[config.mk]
export PLATFORM = sky130hd
export DESIGN_NAME = sdt_front
export DESIGN_NICKNAME = d
export VERILOG_FILES = /design/src/hdl/sdt_pkg.sv /design/src/hdl/sdt_front.sv
export SDC_FILE = /design/constraint.sdc
export NUM_CORES = 1
export LEC_CHECK = 0
export ABC_AREA = 1
export BUFFER_PORTS_ARGS = -buffer_cell sky130_fd_sc_hd__buf_2
export CAP_MARGIN = 25
export CORE_AREA = 8 8 90 92
export DETAILED_ROUTE_END_ITERATION = 10
export DIE_AREA = 0 0 98 100
export PLACE_DENSITY_LB_ADDON = 0.1
export RECOVER_POWER = 25
export SETUP_SLACK_MARGIN = 0.2
export SLEW_MARGIN = 20
export SYNTH_ARGS = -nofsm -noshare
export SYNTH_HDL_FRONTEND = slang
export SYNTH_SLANG_ARGS = --single-unit
[constraint.sdc]
create_clock -name vclk -period 2.6
set_clock_uncertainty 0.2 [all_clocks]
set_input_delay 0.13 -clock vclk [all_inputs]
set_output_delay 0.13 -clock vclk [all_outputs]
set_load 0.02 [all_outputs]
[src/hdl/sdt_pkg.sv]
// Shared types, constants and codes for the segment descriptor translator.
package sdt_pkg;

  localparam int TABLE_ENTRIES = 1024;
  localparam int IDX_W         = $clog2(TABLE_ENTRIES);
  localparam int SEL_IDX_W     = 13;
  localparam int QUEUE_DEPTH   = 2;
  localparam int QPTR_W        = $clog2(QUEUE_DEPTH);
  localparam int QCNT_W        = $clog2(QUEUE_DEPTH + 1);
  localparam int CFG_IDX_W     = 1;
  localparam int CFG_DATA_W    = 16;
  localparam int PAGE_SHIFT    = 12;

  typedef enum logic [0:0] {
    FUNC_WRITE = 1'b0,
    FUNC_XLATE = 1'b1
  } func_t;

  typedef enum logic [CFG_IDX_W-1:0] {
    REG_TABLE_LIMIT = 1'b0,
    REG_PAGING      = 1'b1
  } cfg_reg_t;

  typedef enum logic [2:0] {
    FAULT_OK      = 3'd0,
    FAULT_LOCAL   = 3'd1,
    FAULT_TABLE   = 3'd2,
    FAULT_NOWRITE = 3'd3,
    FAULT_NOEXEC  = 3'd4,
    FAULT_PRIV    = 3'd5,
    FAULT_LIMIT   = 3'd6
  } fault_t;

  // classified word passed from front to back
  typedef struct packed {
    func_t             func;
    logic              in_range;
    fault_t            pre_fault;
    logic [IDX_W-1:0]  index;
    logic [1:0]        rpl;
    logic [31:0]       offset;
    logic              is_write;
    logic              is_exec;
    logic [31:0]       desc_low_word;
    logic [31:0]       desc_high_word;
  } cmd_t;

endpackage

[src/hdl/sdt_front.sv]
// Front end: selector decode and table-level checks ahead of the queue.
module sdt_front (
  input  logic                 func,
  input  logic [15:0]          selector,
  input  logic [31:0]          offset,
  input  logic                 is_write,
  input  logic                 is_exec,
  input  logic [31:0]          desc_low_word,
  input  logic [31:0]          desc_high_word,
  input  logic [15:0]          table_limit,
  output sdt_pkg::cmd_t        cmd
);
  import sdt_pkg::*;

  logic [SEL_IDX_W-1:0] sel_index;
  logic [16:0]          byte_pos;
  logic [16:0]          limit_p1;
  logic                 in_range;
  logic                 tbl_fault;

  assign sel_index = selector[15:3];
  assign byte_pos  = {1'b0, sel_index, 3'b000};
  assign limit_p1  = {1'b0, table_limit} + 17'd1;
  assign in_range  = ({1'b0, sel_index} < (SEL_IDX_W + 1)'(TABLE_ENTRIES));
  assign tbl_fault = (byte_pos > limit_p1) || !in_range;

  always_comb begin
    cmd.func           = func_t'(func);
    cmd.in_range       = in_range;
    cmd.index          = sel_index[IDX_W-1:0];
    cmd.rpl            = selector[1:0];
    cmd.offset         = offset;
    cmd.is_write       = is_write;
    cmd.is_exec        = is_exec;
    cmd.desc_low_word  = desc_low_word;
    cmd.desc_high_word = desc_high_word;
    if (selector[2]) begin
      cmd.pre_fault = FAULT_LOCAL;
    end else if (tbl_fault) begin
      cmd.pre_fault = FAULT_TABLE;
    end else begin
      cmd.pre_fault = FAULT_OK;
    end
  end

endmodule

Word-level counts from Yosys, hierarchy flattened. Cells that the tools add are included.

Register bits: 0. Input port bits: 131. Word-level logic and storage cells: 7.

$add $sub $neg: 1. $lt $le $gt $ge: 2. Multiplexer cells: 2. Reductions and logical operators: 2.

Operators with widths (number): $add 16x1->17 const B (1); $gt 16x17->1 (1); $lt 13x11->1 const B (1); $mux 2 (2); $logic_not 1->1 (1); $logic_or 1x1->1 (1).

Depth between registers and ports, before layout. Gate-level depths: netlist of the first run.

Depth after elaboration: 5. Gate-level depth with buffers: 17. Mapped depth without buffers: 17.

Least setup slack after synthesis of the first run. Ideal clock, no wire load.

Kind: in2out. Start: input table_limit[0]. End: output cmd[111] in the netlist's numbering. Data arrival time: 2.035 ns. Data required time: 2.270 ns. Slack: 0.235 ns. Stages on the path: 17. Path buffers: 0. Cell sequence: ha_1 > nand3_1 > inv_1 > nand2_2 > nor2_2 > nand2_1 > nor2_2 > xnor2_1 > ha_1 > nand2_1 > nor2_1 > inv_1 > nor2_1 > nand3_1 > nand2_1 > nand2_1 > a21oi_1.

RTL lines: from (decl) (line sdt_front.sv:10) `input logic [15:0] table_limit,`; to (decl) (line sdt_front.sv:11) `output sdt_pkg::cmd_t cmd`.

==> results of run 1 <==
## layout make-up
class	count	area [µm²]
inverters	18	70.1
multi-input cells	107	787
well taps	80	100
fillers	768	5360
repair buffers	54	329
## logic make-up after synthesis
logic type / synth area share [%]
other: 0.235
XOR/XNOR: 6.58
buffers and inverters: 57.8
AND/OR/NAND/NOR: 21.7
AO/OA/AOI/OAI: 1.88
adder cells (fa/ha/maj): 11.8
## worst max-delay path: stages
cell and delay, ps:
buf_6 100, ha_4 150, nand3_4 80, inv_4 70
nand2_4 60, nor2_4 90, nand2_2 70, xor2_1 140
ha_1 310, buf_4 150, a21oi_2 120, nand2_1 80
nand3_1 80, nand2_1 50, inv_1 50, nand2_1 50
nand2_1 70, a21oi_2 60, buf_6 150
## timing repair
action,CTS,global route
buffers inserted,3,1
resized for setup,28,9
setup endpoints to repair,1,1
endpoints found under the hold margin,0,0
pin swaps,23,12
hold buffers,0,0
## layer usage
layer / track usage [%] / up-vias
met5: 0 / -
met4: 3.72 / 0
met3: 3.11 / 32
met2: 13.3 / 58
met1: 6.12 / 443
li1: - / 501
## per-stage QoR
step / setup TNS (ps) / hold WS (ps) / total power, mW / worst slack, ps
5_1_grt: 0 / 60.0 / 0.210 / 35.6
4_1_cts: 0 / 60.1 / 0.176 / 175
3_5_place_dp: -101 / 60.1 / 0.155 / -101
3_3_place_gp: -135 / 60.1 / 0.160 / -135
2_1_floorplan: 0 / 137 / 0.326 / 235
6_report: 0 / 60.0 / 0.184 / 226
## cells in the final DEF (no fill, tap or decap), types with 2 or more instances in the layout
cell type | netlist | layout
nand3_1 | 9 | 6
buf_6 | 0 | 3
buf_4 | 114 | 12
nor2_1 | 13 | 10
nand3_4 | 0 | 2
inv_1 | 18 | 17
a21oi_2 | 0 | 3
a21oi_1 | 5 | 2
ha_1 | 15 | 14
buf_2 | 0 | 38
nand3_2 | 2 | 3
xor2_1 | 8 | 8
nand2_2 | 3 | 6
nand2_1 | 36 | 32
xnor2_1 | 4 | 3
nor2_2 | 5 | 3
nor2_4 | 1 | 6
## power by group through the flow
stage	clock network (mW)	logic, mW	registers (mW)
after CTS	0	0.176	0
final	0	0.184	0
after floorplan	0	0.326	0
after detailed placement	0	0.155	0
after global routing	0	0.210	0
after global placement	0	0.160	0
## final timing paths
path        to  slack, ps
max   cmd[111]        230
min    cmd[15]         60
==> out/metrics.cfg, run 1 <==
[power_and_ir_drop]
vdd_drop_max_v = 0.0000290
power_density_nw_per_um2 = 143
swShare_pct = 56.3
power_frac_seq_pct = 0
leakagePower_nw = 0.660
switchingPower_mw = 0.103
comb_power_share_pct = 100.0
power_frac_clock_pct = 0
p_int_mw = 0.0803

[die]
fp.coreArea_um2 = 6640
rows = 30
io_pins = 246
dieArea_um2 = 9800
start_util_pct = 24.0
die_w_um = 98
die_h_um = 100

[setup_path]
cp.required_ps = 2270
setup.worst_path.class = in -> out
start_kind = primary input
cp_max_fo = 3
endpoint_kind = primary output
critPathArrivalTime_ps = 2040
critPathLaunch = table_limit[0]

[synthesis]
yosysWarningCount = 0
netlist_area_um2 = 1600
synthCells = 239
netlist_top_cells_count = buf_4, nand2_1, inv_1
synth.largest_area_cell = buf_4
synth.top_cell.area_share_pct = 53.6
synth_cell_type_count = 18
syn_avg_cell_area_um2 = 6.68
yosys.cell_count.top_type = buf_4
synthTopCellsByArea = buf_4, ha_1, nand2_1
ys_seq_area_share_pct = 0
synth.net_count = 385

[min_path]
hold_depth = 0
hold_path_class = in -> out
min_from = desc_high_word[15]

[route]
drc = 0
routed_wl_um = 3600
wl_met2_um = 1810
met1_length_um = 1120
topRoutingLayerUsed = met4
wire_per_inst_um = 13.9
drt_iter0_markers = 16
antenna_left = 0
vias = 1034
dr.pass1.iters = 3
dr_wl_met3_um = 485
viasPerCell = 3.99

[timing]
setup_viol = 0
fmax_mhz = 421
rsz0062_at_grt = true
min_period_ps = 2370
post-route-period-util_pct = 91.3
finalHoldViolations = 0
final_max_slew_viol_count = 0

[place]
dp_hpwl_um = 3280
gp_congestion = 0.659
dp_cells = 255
io_buffers = 43
placed_area_um2 = 1110

[job]
drv_cap = 0

[layout]
final_util_pct = 19.4
fin_nets = 327
synthToLayoutAreaGrowth_pct = -19.4
seqCellArea_um2 = 0
num-clock-buffers = 0
stdcell_count = 259
num_antenna_cells = 0
final_layout_size_suffix_gt1_share_pct = 46.4
seq_cells = 0
fin_area_um2 = 1290

[grt]
grt.total_usage_pct = 7.01
grt_pass1_wl_um = 5780
grt_max_degree = 5
globalRouteOverflowTotal = 0
antenna_found_initial = 0
grt_pass1_vias = 1189

[status]
status = completed

(Power assumes the default switching activity.)
==> inputs of run 2 (changes only) <==
--- a/config.mk
+++ b/config.mk
@@ -8,9 +8,12 @@
 export ABC_AREA = 1
 export BUFFER_PORTS_ARGS = -buffer_cell sky130_fd_sc_hd__buf_2
 export CAP_MARGIN = 25
-export CORE_AREA = 8 8 90 92
+export CELL_PAD_IN_SITES_DETAIL_PLACEMENT = 1
+export CELL_PAD_IN_SITES_GLOBAL_PLACEMENT = 2
+export CORE_ASPECT_RATIO = 1.75
+export CORE_MARGIN = 8
+export CORE_UTILIZATION = 12
 export DETAILED_ROUTE_END_ITERATION = 10
-export DIE_AREA = 0 0 98 100
 export PLACE_DENSITY_LB_ADDON = 0.1
 export RECOVER_POWER = 25
 export SETUP_SLACK_MARGIN = 0.2
==> out/metrics.cfg, run 2 (synthesis results as in run 1) <==
[timing]
finalHoldViolations = 0
setup_viol = 0
rsz0062_at_grt = true
post-route-period-util_pct = 95.1
final_max_slew_viol_count = 0
layout_setup_ws_ps = 127
fmax_mhz = 404
min_period_ps = 2470

[die]
fp.coreArea_um2 = 13200
start_util_pct = 12.1
dieArea_um2 = 17400
die_h_um = 169
io_pins = 246
die_w_um = 103
rows = 56

[setup_path]
cp.required_ps = 2270
endpoint_kind = primary output
setup.worst_path.class = in -> out
start_kind = primary input
critPathArrivalTime_ps = 2140
cp_max_fo = 3

[place]
dp_slack_ps = -226
dp_hpwl_um = 3980
placed_area_um2 = 1290
gp_congestion = 0.624
io_buffers = 43

[min_path]
hold_depth = 0
hold_path_class = in -> out

[status]
status = completed

[job]
drv_cap = 0

[route]
drc = 0
routed_wl_um = 4300
wire_per_inst_um = 11.8
antenna_left = 0
viasPerCell = 3.03
drt_iter0_markers = 9
vias = 1099
dr.pass1.iters = 2

[power_and_ir_drop]
vdd_drop_max_v = 0.0000178
power_mw = 0.189
leakagePower_nw = 0.691
power_density_nw_per_um2 = 130

[grt]
grt.total_usage_pct = 4.73
grt_pass1_vias = 1261
grt_pass1_wl_um = 6380
globalRouteOverflowTotal = 0
grt_max_degree = 4
antenna_found_initial = 0

[layout]
seqCellArea_um2 = 0
seq_cells = 0
final_layout_size_suffix_gt1_share_pct = 47.6
num_antenna_cells = 0
num-clock-buffers = 0
fin_area_um2 = 1460
final_cell_mix = buf_2, nand2_1, buf_4
layout_commonest_cell = buf_2
final_util_pct = 11.1
synthToLayoutAreaGrowth_pct = -8.70
fin_nets = 337

[run 2: routing by layer]
| metal | vias up | track usage (%) | wire length, µm |
|---|---|---|---|
| met1 | 484 | 3.90 | 1290 |
| li1 | 521 | - | - |
| met4 | 0 | 2.66 | 205 |
| met5 | - | 0 | 0 |
| met2 | 48 | 9.73 | 2450 |
| met3 | 46 | 0.782 | 357 |
[run 2: area by class of cell]
class	count	area, µm²
multi-input combinational	107	766
fill	1662	11700
inverter	18	67.6
timing repair buffer	64	407
tap	174	218
[run 2: repair_timing]
action                     in CTS  in global routing
setup endpoints to repair       1                  1
hold endpoints to repair        0                  0
resized for setup              21                  8
cloned                          0                  0
pin swaps                      15                 13
hold buffers                    0                  0
buffers inserted                4                  1
[run 2: worst max-delay path: stages]
cell and delay, ps:
buf_8 80, buf_6 100, nand3_4 80, nor2_4 160, nand3_4 80, buf_4 140, buf_4 120, xor2_1 130
ha_1 270, nand2_1 50, nor2_1 80, buf_4 130, nand3_2 60, nor3_2 170, nand2_1 70, nand2_1 80
a21oi_2 60, buf_6 140
[run 2: stage by stage]
step / cells / TNS (ps) / hold slack, ps
6_report: 363 / 0 / 60.0
5_1_grt: 363 / -92.7 / 60.0
4_1_cts: 362 / -28.9 / 60.1
3_5_place_dp: 358 / -226 / 60.1
3_3_place_gp: 358 / -203 / 60.1
2_1_floorplan: 239 / 0 / 137
[run 2: final timing paths]
check  slack [ps]          startpoint  endpoint
max           130      table_limit[0]  cmd[111]
min            60  desc_high_word[16]   cmd[16]
[run 2: where the power goes]
part           internal (mW)  leakage (nW)  switching (mW)  total [mW]
Sequential                 0             0               0           0
Clock                      0             0               0           0
Combinational         0.0839         0.691           0.105       0.189
