$ cat src/hdl/sdt_pkg.sv
// Shared types, constants and codes for the segment descriptor translator.
package sdt_pkg;

  localparam int TABLE_ENTRIES = 1024;
  localparam int IDX_W         = $clog2(TABLE_ENTRIES);
  localparam int SEL_IDX_W     = 13;
  localparam int QUEUE_DEPTH   = 2;
  localparam int QPTR_W        = $clog2(QUEUE_DEPTH);
  localparam int QCNT_W        = $clog2(QUEUE_DEPTH + 1);
  localparam int CFG_IDX_W     = 1;
  localparam int CFG_DATA_W    = 16;
  localparam int PAGE_SHIFT    = 12;

  typedef enum logic [0:0] {
    FUNC_WRITE = 1'b0,
    FUNC_XLATE = 1'b1
  } func_t;

  typedef enum logic [CFG_IDX_W-1:0] {
    REG_TABLE_LIMIT = 1'b0,
    REG_PAGING      = 1'b1
  } cfg_reg_t;

  typedef enum logic [2:0] {
    FAULT_OK      = 3'd0,
    FAULT_LOCAL   = 3'd1,
    FAULT_TABLE   = 3'd2,
    FAULT_NOWRITE = 3'd3,
    FAULT_NOEXEC  = 3'd4,
    FAULT_PRIV    = 3'd5,
    FAULT_LIMIT   = 3'd6
  } fault_t;

  // classified word passed from front to back
  typedef struct packed {
    func_t             func;
    logic              in_range;
    fault_t            pre_fault;
    logic [IDX_W-1:0]  index;
    logic [1:0]        rpl;
    logic [31:0]       offset;
    logic              is_write;
    logic              is_exec;
    logic [31:0]       desc_low_word;
    logic [31:0]       desc_high_word;
  } cmd_t;

endpackage

$ cat src/hdl/sdt_queue.sv
// Short queue of classified words between front and back.
module sdt_queue (
  input  logic           clk,
  input  logic           rst,
  input  logic           wr,
  input  sdt_pkg::cmd_t  wr_data,
  output logic           full,
  input  logic           rd,
  output sdt_pkg::cmd_t  rd_data,
  output logic           empty
);
  import sdt_pkg::*;

  cmd_t              slots [QUEUE_DEPTH];
  logic [QPTR_W-1:0] wr_ptr;
  logic [QPTR_W-1:0] rd_ptr;
  logic [QCNT_W-1:0] count;
  logic              do_wr;
  logic              do_rd;

  assign full    = (count == QCNT_W'(QUEUE_DEPTH));
  assign empty   = (count == '0);
  assign do_wr   = wr && !full;
  assign do_rd   = rd && !empty;
  assign rd_data = slots[rd_ptr];

  always_ff @(posedge clk) begin
    if (do_wr) begin
      slots[wr_ptr] <= wr_data;
    end
  end

  always_ff @(posedge clk) begin
    if (rst) begin
      wr_ptr <= '0;
      rd_ptr <= '0;
      count  <= '0;
    end else begin
      if (do_wr) begin
        wr_ptr <= (wr_ptr == QPTR_W'(QUEUE_DEPTH - 1)) ? '0 : wr_ptr + 1'b1;
      end
      if (do_rd) begin
        rd_ptr <= (rd_ptr == QPTR_W'(QUEUE_DEPTH - 1)) ? '0 : rd_ptr + 1'b1;
      end
      if (do_wr && !do_rd) begin
        count <= count + 1'b1;
      end else if (do_rd && !do_wr) begin
        count <= count - 1'b1;
      end
    end
  end

endmodule

$ cat config.mk
export PLATFORM = sky130hd
export DESIGN_NAME = sdt_queue
export DESIGN_NICKNAME = d
export VERILOG_FILES = /design/src/hdl/sdt_pkg.sv /design/src/hdl/sdt_queue.sv
export SDC_FILE = /design/constraint.sdc
export NUM_CORES = 1
export LEC_CHECK = 0
export BUFFER_PORTS_ARGS = -buffer_cell sky130_fd_sc_hd__buf_2
export CORE_ASPECT_RATIO = 0.8
export CORE_MARGIN = 8
export CORE_UTILIZATION = 45
export CTS_BUF_LIST = sky130_fd_sc_hd__clkbuf_4 sky130_fd_sc_hd__clkbuf_8 sky130_fd_sc_hd__clkbuf_16
export DETAILED_ROUTE_END_ITERATION = 8
export PLACE_DENSITY = 0.71
export SLEW_MARGIN = 20
export SYNTH_ARGS = -nofsm -noshare
export SYNTH_HDL_FRONTEND = slang
export SYNTH_SLANG_ARGS = --single-unit
$ cat constraint.sdc
create_clock -name clk -period 3.75 [get_ports clk]
set_clock_uncertainty 0.1 [all_clocks]
set_input_delay 0.5625 -clock clk [delete_from_list [all_inputs] [get_ports clk]]
set_output_delay 0.5625 -clock clk [all_outputs]
set_load 0.03 [all_outputs]
-- Word-level counts from Yosys, hierarchy flattened
Memory sizes are Yosys's and may differ from the RTL's. A register that Yosys moved wholly into a read port is not among the register bits.
Index checks and enable logic that the tools add are counted.
Widths: inputs -> output; s select.
- reductions and logical operators: 10
- multiplexer cells: 8
- add/subtract/negate cells: 4
- eq/ne operators: 1
- operators by type and width (cell ; number):
    $mux 1 ; 6
    $logic_and 1x1->1 ; 4
    $logic_not 1->1 ; 4
    $mux 2 ; 2
    $add 1x1->1 const B ; 2
    $add 2x1->2 const B ; 1
    $eq 2x2->1 const B ; 1
    $logic_not 2->1 ; 1
    $reduce_bool 2->1 ; 1
    $sub 2x1->2 const B ; 1
- input port bits: 119
- word-level logic and storage cells: 27
- RAM bits: 230
- flip-flop bits (word level): 4
- memories: 1
- memories (memory ; words ; width ; read ports ; clocked after Yosys merged registers in ; write ports ; RTL line ; text):
    slots ; 2 ; 115 ; 1 ; 1 ; 1 ; sdt_queue.sv:14 ; cmd_t slots [QUEUE_DEPTH];

-- Logic depth before layout (Yosys ltp)
Gate-level depths: netlist (run 1).
- depth in word-level cells: 7
- depth in mapped cells: 6

-- Least setup slack after synthesis (run 1)
OpenSTA, ideal clock, no wires.
- kind: input to register
- from: input port wr
- to: memory slots[1][0] (netlist bit), enable pin
- stages: 3
- setup time: 488 ps
- buffers on the path: 0
- arrival: 3406 ps
- setup slack: -244 ps
- required time: 3162 ps
- cells stage by stage: inv_1 -> nor2_1 -> and2_1
- longest elaborated chain between the ends: 3
- ends and longest elaborated chain (item ; RTL line ; text):
    from (decl) ; sdt_queue.sv:5 ; input logic wr,
    $logic_and 1x1->1 ; sdt_queue.sv:23 ; assign do_wr = wr && !full;
    named net do_wr ; sdt_queue.sv:18 ; logic do_wr;
    $mux 1 ; sdt_queue.sv:28 ; if (do_wr) begin
    $mux 1 (implied by the code) ; sdt_queue.sv:29 ; slots[wr_ptr] <= wr_data;
    to (decl) ; sdt_queue.sv:14 ;
The timed path passes the listed nets, and every way through them passes these cells.

==> flow_summary.yaml, run 1 <==
yosys:
  mappedNetlistArea_mm2: 0.00872
  synth_cell_types: 15
  post_syn_nets: 503
  post_synth.cell_area_avg_um2: 22.8
  netlist_instances: 383
  yosysWarningCount: 0
  ys_seq_elements: 235
  seq_area_frac_synth_pct: 80.4
grt:
  grt_pass1_vias: 4820
  grtUsageTotal_pct: 13.8
  grt_max_degree: 68
  antenna_found_initial: 3
  grt_pass1_wl_um: 26100
  grt_overflow_total: 0
timing:
  period_minus_slack_ns: 2.79
  worst_slew_margin_rel_pct: 46.2
  final_critical_path_setup_slack_ns: 0.962
  final-hold-violation-count: 0
  setup_violations: 0
  setup-tns-final_ns: 0
  slew_violations: 0
  fin_crit_sh_pct: 74.4
  timing_worst_slew_pin_value_ns: 0.807
  rsz_0062_raised_after_global_routing: "false"
  clock.fmax_ghz: 0.359
layout:
  number_of_nets_at_the_end_of_the_flow: 757
  stdcell_count: 911
  drive_gt1_share_pct: 60.9
  layout_common_cells: "235 x sky130_fd_sc_hd__buf_2, 230 x sky130_fd_sc_hd__edfxtp_1, 65 x sky130_fd_sc_hd__mux2_2"
  finalInstanceArea_mm2: 0.0110
  diodes: 0
  layout.cells.most_common: "sky130_fd_sc_hd__buf_2"
  area_growth_pct: 26.2
outcome:
  run_status: "finished clean"
clock_tree:
  clockRootBuffer: "sky130_fd_sc_hd__clkbuf_16"
  htreeDepth: 1
  clk_transition_reported_paths_ns: 0.06
  clkLatencyLatePin_ns: 0.49
  tritoncts: "yes"
  cts_made_buffers: 24
  post_cts.resized_instances: 0
  postCtsSetupBuffers: 0
  hold_buffer_count_at_cts: 0
  max-clock-path-buffers: 3
  tritoncts_num_sinks: 235
setup_path:
  setup.worst_path.end_class: "primary output"
  critPathMaxFanout: 48
  timing_worst_setup_path_type: "reg -> out"
  worstPathArrival_ns: 2.13
  timing.critical_path.to: "rd_data[97]"
  critical_path.reg2reg.startpoint: "count[1]$_SDFFE_PP0P_"
  timing.critical_path.cells: "buf_4 -> mux2_2 -> buf_2"
  r2r_cells: 4
  cp_max_stage_cell: "sky130_fd_sc_hd__buf_4"
  timing.critical_path.required_ns: 3.09
  setup.worst_path.start_class: "flip-flop"
  cp_slowest_stage_delay_ns: 0.60
  ff2ff_setup_slack_ns: 1.54
  reg2reg_to: "slots[1][50]$_DFFE_PP_"
floorplan:
  dieArea_mm2: 0.0241
  floorplan.rows: 45
  die_width_um: 172
  chipHeight_um: 140
  initial_utilization_pct: 45.9
  ios: 236
  core_area_mm2: 0.0190
power_and_ir_drop:
  p_per_area_mw_per_mm2: 753
  p_leak_nw: 4.20
  total_power_mw: 8.28
  irDropWorstVdd_mv: 0.496
detailed_routing:
  postRouteAntennaNets: 0
  post-route-drc-count: 0
  wl_per_cell_um: 19.1
  post_drt_via_cell_ratio: 4.84
  dr.pass1.iters: 4
  detailedRoute.firstIterationViolations: 239
  num_vias: 4405
  finalWirelength_um: 17400
placed_design:
  worst_slack_at_placement_ns: 1.33
  dpl_cell_area_mm2: 0.0102
  gp_routability_congestion: 0.760
  dpl.hpwl_um: 12300
  placed_instances: 869
  io_buffer_count: 235
min_path:
  worst_hold_path_type: "in -> reg"
run:
  cap_violations: 0
[critical path, delay by kind of cell, from the launching register on]
kind                   cells  cell delay [ns]
flip-flops                 1             0.35
buffers and inverters      2             0.78
multiplexers               1             0.42
[how the worst min path moves through the flow]
stage                                   start                endpoint  slack (ns)  depth (start not counted)
after global routing              wr_data[31]  slots[0][31]$_DFFE_PP_        0.12                          1
final                             wr_data[39]  slots[1][39]$_DFFE_PP_        0.15                          1
after floorplan           wr_ptr$_SDFFE_PP0P_     wr_ptr$_SDFFE_PP0P_        0.35                          2
after detailed placement  rd_ptr$_SDFFE_PP0P_     rd_ptr$_SDFFE_PP0P_        0.40                          2
after CTS                         wr_data[34]  slots[1][34]$_DFFE_PP_        0.13                          1
after global placement    wr_ptr$_SDFFE_PP0P_     wr_ptr$_SDFFE_PP0P_        0.38                          2
[per-stage QoR]
step           hold slack, ns  util, %
5_1_grt                 0.122     58.0
3_5_place_dp            0.402     53.7
3_3_place_gp            0.385     53.7
2_1_floorplan           0.352        -
4_1_cts                 0.128     58.0
6_report                0.150     58.0
[cells by family (layout without fill, tap and decap cells)]
family,count (synthesis),in the layout,share of synthesized area [%]
AO/OA/AOI/OAI,5,5,0.287
XOR/XNOR,3,3,0.302
adder cells (fa/ha/maj),1,1,0.144
buffers and inverters,15,285,1.34
flip-flops,235,235,80.4
multiplexers,115,115,17.0
AND/OR/NAND/NOR,9,9,0.531
[cells in the mapped netlist, drive strengths merged]
cell,instances,area [um^2]
nor2b,1,8.76
o21ai,3,15.0
and2,1,6.26
xor2,3,26.3
dfxtp,5,100
or3,2,12.5
inv,2,7.51
mux2,115,1480
nor2,5,18.8
ha,1,12.5
buf,13,109
edfxtp,230,6910
a21oi,2,10.0
[routing by layer]
metal	up-vias	track usage [%]	share of wire, %
met1	2152	17.2	41
met3	33	5.78	11
met4	6	3.24	1.8
li1	2025	-	-
met5	-	0	0.21
met2	189	21.9	45
[layout make-up]
type / count / area (um^2)
Fill cell: 1473 / 7980
Sequential cell: 235 / 7010
Multi-Input combinational cell: 133 / 1600
Timing Repair Buffer: 241 / 1260
Clock buffer: 29 / 656
Tap cell: 258 / 323
Clock inverter: 13 / 143
Inverter: 2 / 11.3
[sequential cells by signal, indices dropped and copies added, names as in the netlist, named ones only]
| name | count |
|---|---|
| wr_ptr | 1 |
| count | 2 |
| rd_ptr | 1 |
| slots | 230 |
[where the power goes]
part	internal, mW	leakage, nW	switching [mW]	total, mW
clock network	1.45	0.399	0.902	2.35
logic	0.918	1.61	1.62	2.54
registers	3.30	2.19	0.0864	3.39
total	5.67	4.20	2.61	8.28
(Power assumes the default switching activity.)
==> run 2, diff against run 1 <==
--- a/config.mk
+++ b/config.mk
@@ -5,6 +5,7 @@
 export SDC_FILE = /design/constraint.sdc
 export NUM_CORES = 1
 export LEC_CHECK = 0
+export ABC_AREA = 1
 export BUFFER_PORTS_ARGS = -buffer_cell sky130_fd_sc_hd__buf_2
 export CORE_ASPECT_RATIO = 0.8
 export CORE_MARGIN = 8
==> constraint.sdc (replaced) <==
create_clock -name clk -period 2.5 [get_ports clk]
set_clock_uncertainty 0.1 [all_clocks]
set_input_delay 0.375 -clock clk [delete_from_list [all_inputs] [get_ports clk]]
set_output_delay 0.375 -clock clk [all_outputs]
set_load 0.03 [all_outputs]
==> flow_summary.yaml, run 2 <==
outcome:
  run_status: "finished clean"
yosys:
  post_syn_nets: 515
  yosysTopAreaCellShare_pct: 79.0
  seq_area_frac_synth_pct: 80.2
  ys_top_cells_by_area: "sky130_fd_sc_hd__edfxtp_1 79%, sky130_fd_sc_hd__mux2_4 8.6%, sky130_fd_sc_hd__mux2_2 8.4%"
  ys.flop_type: "sky130_fd_sc_hd__edfxtp_1"
  synth_top_area_cell: "sky130_fd_sc_hd__edfxtp_1"
  mappedNetlistArea_mm2: 0.00874
  post_synth.cell_area_avg_um2: 22.1
  synth-async-reset-ratio_pct: 0
  synth.top_cells.by_count: "230 x sky130_fd_sc_hd__edfxtp_1, 65 x sky130_fd_sc_hd__mux2_2, 50 x sky130_fd_sc_hd__mux2_4"
  synth_edf_count: 230
  synth_cell_types: 15
  post-synth-top-count-cell: "sky130_fd_sc_hd__edfxtp_1"
  ys_seq_elements: 235
  netlist_instances: 395
  yosysWarningCount: 0
grt:
  grt_overflow_total: 0
  grt_pass1_vias: 5483
  grt_pass1_wl_um: 29200
  antenna_found_initial: 1
  grt_max_degree: 91
  grtUsageTotal_pct: 15.2
timing:
  timing_worst_slew_pin_value_ns: 0.519
  final-hold-violation-count: 0
  setup-tns-final_ns: 0
  final_critical_path_setup_slack_ns: 0.226
  clock.fmax_ghz: 0.440
  worst_slew_margin_rel_pct: 65.4
  period_minus_slack_ns: 2.27
  fin_crit_sh_pct: 91.0
  rsz_0062_raised_after_global_routing: "false"
  setup_violations: 0
  slew_violations: 0
detailed_routing:
  finalWirelength_um: 19100
  dr.pass1.iters: 5
  wl_per_cell_um: 18.4
  post-route-drc-count: 0
  num_vias: 4928
  detailedRoute.firstIterationViolations: 285
  post_drt_via_cell_ratio: 4.75
  postRouteAntennaNets: 0
power_and_ir_drop:
  irDropWorstVdd_mv: 0.566
  p_per_area_mw_per_mm2: 995
  p_leak_nw: 4.70
placed_design:
  dpl.hpwl_um: 12000
  gp_routability_congestion: 0.766
  placed_instances: 882
  worst_slack_at_placement_ns: 0.728
  io_buffer_count: 235
floorplan:
  ios: 236
  floorplan.rows: 45
  core_area_mm2: 0.0190
  initial_utilization_pct: 45.9
  dieArea_mm2: 0.0242
  die_width_um: 172
  chipHeight_um: 141
clock_tree:
  tritoncts: "yes"
  cts_made_buffers: 23
  clk_transition_reported_paths_ns: 0.06
  tritoncts_num_sinks: 235
  htreeDepth: 1
  max-clock-path-buffers: 3
  clockRootBuffer: "sky130_fd_sc_hd__clkbuf_16"
  post_cts.resized_instances: 0
  clkLatencyLatePin_ns: 0.50
setup_path:
  timing_worst_setup_path_type: "reg -> out"
  worstPathArrival_ns: 1.80
  timing.critical_path.required_ns: 2.03
  cp_max_stage_cell: "sky130_fd_sc_hd__dfxtp_4"
  critPathMaxFanout: 25
  setup.worst_path.start_class: "flip-flop"
  setup.worst_path.end_class: "primary output"
  cp_slowest_stage_delay_ns: 0.39
  timing.critical_path.cells: "buf_4 -> mux2_2 -> buf_2"
layout:
  layout_common_cells: "235 x sky130_fd_sc_hd__buf_2, 230 x sky130_fd_sc_hd__edfxtp_1, 115 x sky130_fd_sc_hd__dlygate4sd3_1"
  drive_gt1_share_pct: 51.7
  stdcell_count: 1037
  filler_cell_count: 1335
  largestRegisters: "slots x230, count x2"
  ff_latch_area_mm2: 0.00701
  largest_register: "slots"
  multiInputGateArea_mm2: 0.00162
  layout.cells.most_common: "sky130_fd_sc_hd__buf_2"
  area_growth_pct: 39.3
  number_of_nets_at_the_end_of_the_flow: 884
  largest_register_ff_count: 230
min_path:
  worst_hold_path_type: "in -> reg"
run:
  cap_violations: 0
## run 2: stage by stage
stage	instance area, um^2	util [%]	power, mW	hold WS [ns]
after floorplan	8770	-	7.74	0.374
after global placement	10300	54.0	8.60	0.401
after detailed placement	10300	54.0	8.69	0.409
after CTS	12200	63.9	12.2	0.0365
after global routing	12200	63.9	12.6	0.0888
final	12200	64.0	12.1	0.0585
## run 2: cell type report
cell class / count / area share, %
Clock inverter: 13 / 1.15
Clock buffer: 26 / 4.91
Inverter: 9 / 0.278
Tap cell: 258 / 2.65
Timing Repair Buffer: 357 / 20.1
Antenna cell: 1 / 0.0206
Sequential cell: 235 / 57.6
Multi-Input combinational cell: 138 / 13.3
## run 2: cell families after synthesis
logic type / synth area share [%]
flip-flops: 80.2
multiplexers: 17.0
buffers and inverters: 1.63
AND/OR/NAND/NOR: 0.759
AO/OA/AOI/OAI: 0.343
adder cells (fa/ha/maj): 0.143
## run 2: metal layers
layer	global-route usage [%]	share of wire (%)	up-vias
met5	0	0.068	-
met4	3.49	1.7	2
met3	4.52	8.5	26
met2	27.1	50	185
met1	17.8	39	2417
li1	-	-	2298
## run 2: report_power, final
group,switching (mW),internal (mW),total (mW)
Sequential,0.154,4.98,5.14
Clock,1.35,2.02,3.37
Combinational,2.25,1.35,3.60
Total,3.75,8.35,12.1
## run 2: repair_timing
item | CTS | global route
buffers inserted | 0 | 0
hold endpoints to repair | 230 | 0
hold buffers | 115 | 0
endpoints found under the setup margin | 0 | 0
## run 2: worst paths after layout
kind	depth (start not counted)	start	slack (ns)	to
worst min register to register	2	wr_ptr$_SDFFE_PP0P_	0.42	wr_ptr$_SDFFE_PP0P_
worst max register to register	9	count[1]$_SDFFE_PP0P_	0.88	count[1]$_SDFFE_PP0P_
worst min-delay path	4	rst	0.06	count[1]$_SDFFE_PP0P_
worst max-delay path	3	flip-flop	0.23	rd_data[28]
## run 2: critical path: cells and delay by family, from the launching register on
kind / cells / cell delay [ns]
flops: 1 / 0.39
buf+inv: 2 / 0.51
mux: 1 / 0.39
==> run 3, diff against run 2 <==
==> constraint.sdc (replaced) <==
create_clock -name clk -period 1.85 [get_ports clk]
set_clock_uncertainty 0.1 [all_clocks]
set_input_delay 0.2775 -clock clk [delete_from_list [all_inputs] [get_ports clk]]
set_output_delay 0.2775 -clock clk [all_outputs]
set_load 0.03 [all_outputs]
==> flow_summary.yaml, run 3 (synthesis gave the netlist of run 2 again) <==
detailed_routing:
  post_drt_via_cell_ratio: 4.81
  post-route-drc-count: 0
  dr.pass1.iters: 5
  num_vias: 5079
  wl_per_cell_um: 20.1
  finalWirelength_um: 21200
  detailedRoute.firstIterationViolations: 287
  postRouteAntennaNets: 0
layout:
  largestRegisters: "slots x230, count x2"
  finalInstanceArea_mm2: 0.0129
  number_of_nets_at_the_end_of_the_flow: 901
  multiInputGateArea_mm2: 0.00168
  filler_cell_count: 1233
  area_growth_pct: 48.1
  drive_gt1_share_pct: 52.4
  layout_common_cells: "230 x sky130_fd_sc_hd__edfxtp_1, 167 x sky130_fd_sc_hd__buf_2, 116 x sky130_fd_sc_hd__dlygate4sd3_1"
  largest_register: "slots"
  layout.cells.most_common: "sky130_fd_sc_hd__edfxtp_1"
  largest_register_ff_count: 230
  ff_latch_area_mm2: 0.00701
timing:
  rsz_0062_raised_after_global_routing: "true"
  setup-tns-final_ns: -24.25
  worst_slew_margin_rel_pct: 75.0
  slew_violations: 0
  final-hold-violation-count: 0
  setup_violations: 115
  fin_crit_sh_pct: 113
  timing_worst_slew_pin_value_ns: 0.374
  period_minus_slack_ns: 2.09
  clock.fmax_ghz: 0.477
  final_critical_path_setup_slack_ns: -0.244
  holdWs_ns: 0.0851
grt:
  grt_overflow_total: 0
  grtUsageTotal_pct: 16.3
  grt_pass1_wl_um: 30600
  grt_max_degree: 65
  antenna_found_initial: 2
  grt_pass1_vias: 5615
floorplan:
  initial_utilization_pct: 45.9
  die_width_um: 172
  floorplan.rows: 45
  dieArea_mm2: 0.0242
  core_area_mm2: 0.0190
  chipHeight_um: 141
  ios: 236
placed_design:
  io_buffer_count: 235
  dpl.hpwl_um: 12300
  dpl_cell_area_mm2: 0.0103
  worst_slack_at_placement_ns: 0.195
  gp_routability_congestion: 0.757
setup_path:
  timing_worst_setup_path_type: "reg -> out"
  critPathMaxFanout: 10
  worstPathArrival_ns: 1.72
  setup.worst_path.end_class: "primary output"
  r2r_cells: 9
  setup.worst_path.start_class: "flip-flop"
  timing.critical_path.required_ns: 1.47
min_path:
  min_path_cells: 4
  worst_hold_path_type: "in -> reg"
outcome:
  run_status: "finished with violations"
  failing_checks: "setup timing"
clock_tree:
  htreeDepth: 1
  clockRootBuffer: "sky130_fd_sc_hd__clkbuf_16"
  max-clock-path-buffers: 3
  tritoncts: "yes"
  cts_made_buffers: 24
  clkLatencyLatePin_ns: 0.49
  clk_transition_reported_paths_ns: 0.06
  tritoncts_num_sinks: 235
power_and_ir_drop:
  p_per_area_mw_per_mm2: 1350
  total_power_mw: 17.5
  p_leak_nw: 5.04
  irDropWorstVdd_mv: 0.915
run:
  cap_violations: 0
-- run 3: cell types whose count changed in the layout (fill, tap and decap cells not counted) --
cell                            previous run  this run
sky130_fd_sc_hd__buf_2                   235       167
sky130_fd_sc_hd__buf_6                     0        55
sky130_fd_sc_hd__buf_4                     2        18
sky130_fd_sc_hd__mux2_2                   65        49
sky130_fd_sc_hd__mux2_4                   50        66
sky130_fd_sc_hd__clkbuf_16                23        29
sky130_fd_sc_hd__buf_16                    0         5
sky130_fd_sc_hd__clkbuf_4                  3         8
sky130_fd_sc_hd__clkinv_1                  2         5
sky130_fd_sc_hd__clkinv_2                  7         4
sky130_fd_sc_hd__buf_12                    5         7
sky130_fd_sc_hd__bufinv_16                 3         1
sky130_fd_sc_hd__dlygate4sd3_1           115       116
-- run 3: timing repair --
action,CTS,global route
gates resized for setup,108,43
setup endpoints to repair,115,115
endpoints found under the hold margin,234,0
hold buffers,116,0
gates cloned,3,5
buffers inserted,3,0
-- run 3: worst paths after layout --
check,slack [ns],endpoint,from
max,-0.24,rd_data[66],flip-flop
max reg2reg,0.26,count[1]$_SDFFE_PP0P_,count[1]$_SDFFE_PP0P_
min,0.09,wr_ptr$_SDFFE_PP0P_,wr
min reg2reg,0.42,wr_ptr$_SDFFE_PP0P_,wr_ptr$_SDFFE_PP0P_
-- run 3: area by class of cell --
type / instances / area share (%)
tap: 258 / 2.49
antenna: 1 / 0.0193
clock buffer: 32 / 5.24
multi-input combinational: 138 / 13.0
clock inverter: 11 / 0.590
sequential: 235 / 54.2
inverter: 9 / 0.261
timing repair buffer: 373 / 24.2
-- run 3: through the flow --
step,cells,utilization (%)
2_1_floorplan,395,-
3_3_place_gp,886,54.3
3_5_place_dp,886,54.3
4_1_cts,1051,66.7
5_1_grt,1057,68.0
6_report,1057,68.0
-- run 3: worst max-delay path, stage by stage (launching register included) --
cell	delay [ns]
sky130_fd_sc_hd__dfxtp_4	0.36
sky130_fd_sc_hd__buf_12	0.16
sky130_fd_sc_hd__clkbuf_16	0.20
sky130_fd_sc_hd__mux2_4	0.30
sky130_fd_sc_hd__buf_2	0.18
-- run 3: layer usage --
layer | wire (um) | global-route usage (%)
met3 | 1660 | 4.72
met5 | 14 | 0
met1 | 8510 | 19.4
met2 | 10600 | 28.7
met4 | 417 | 3.80
-- run 3: where the power goes --
group | switching (mW) | internal (mW) | leakage (nW)
combinational | 3.31 | 2.64 | 2.48
clock | 1.85 | 2.71 | 0.378
sequential | 0.216 | 6.74 | 2.19
total | 5.38 | 12.1 | 5.04
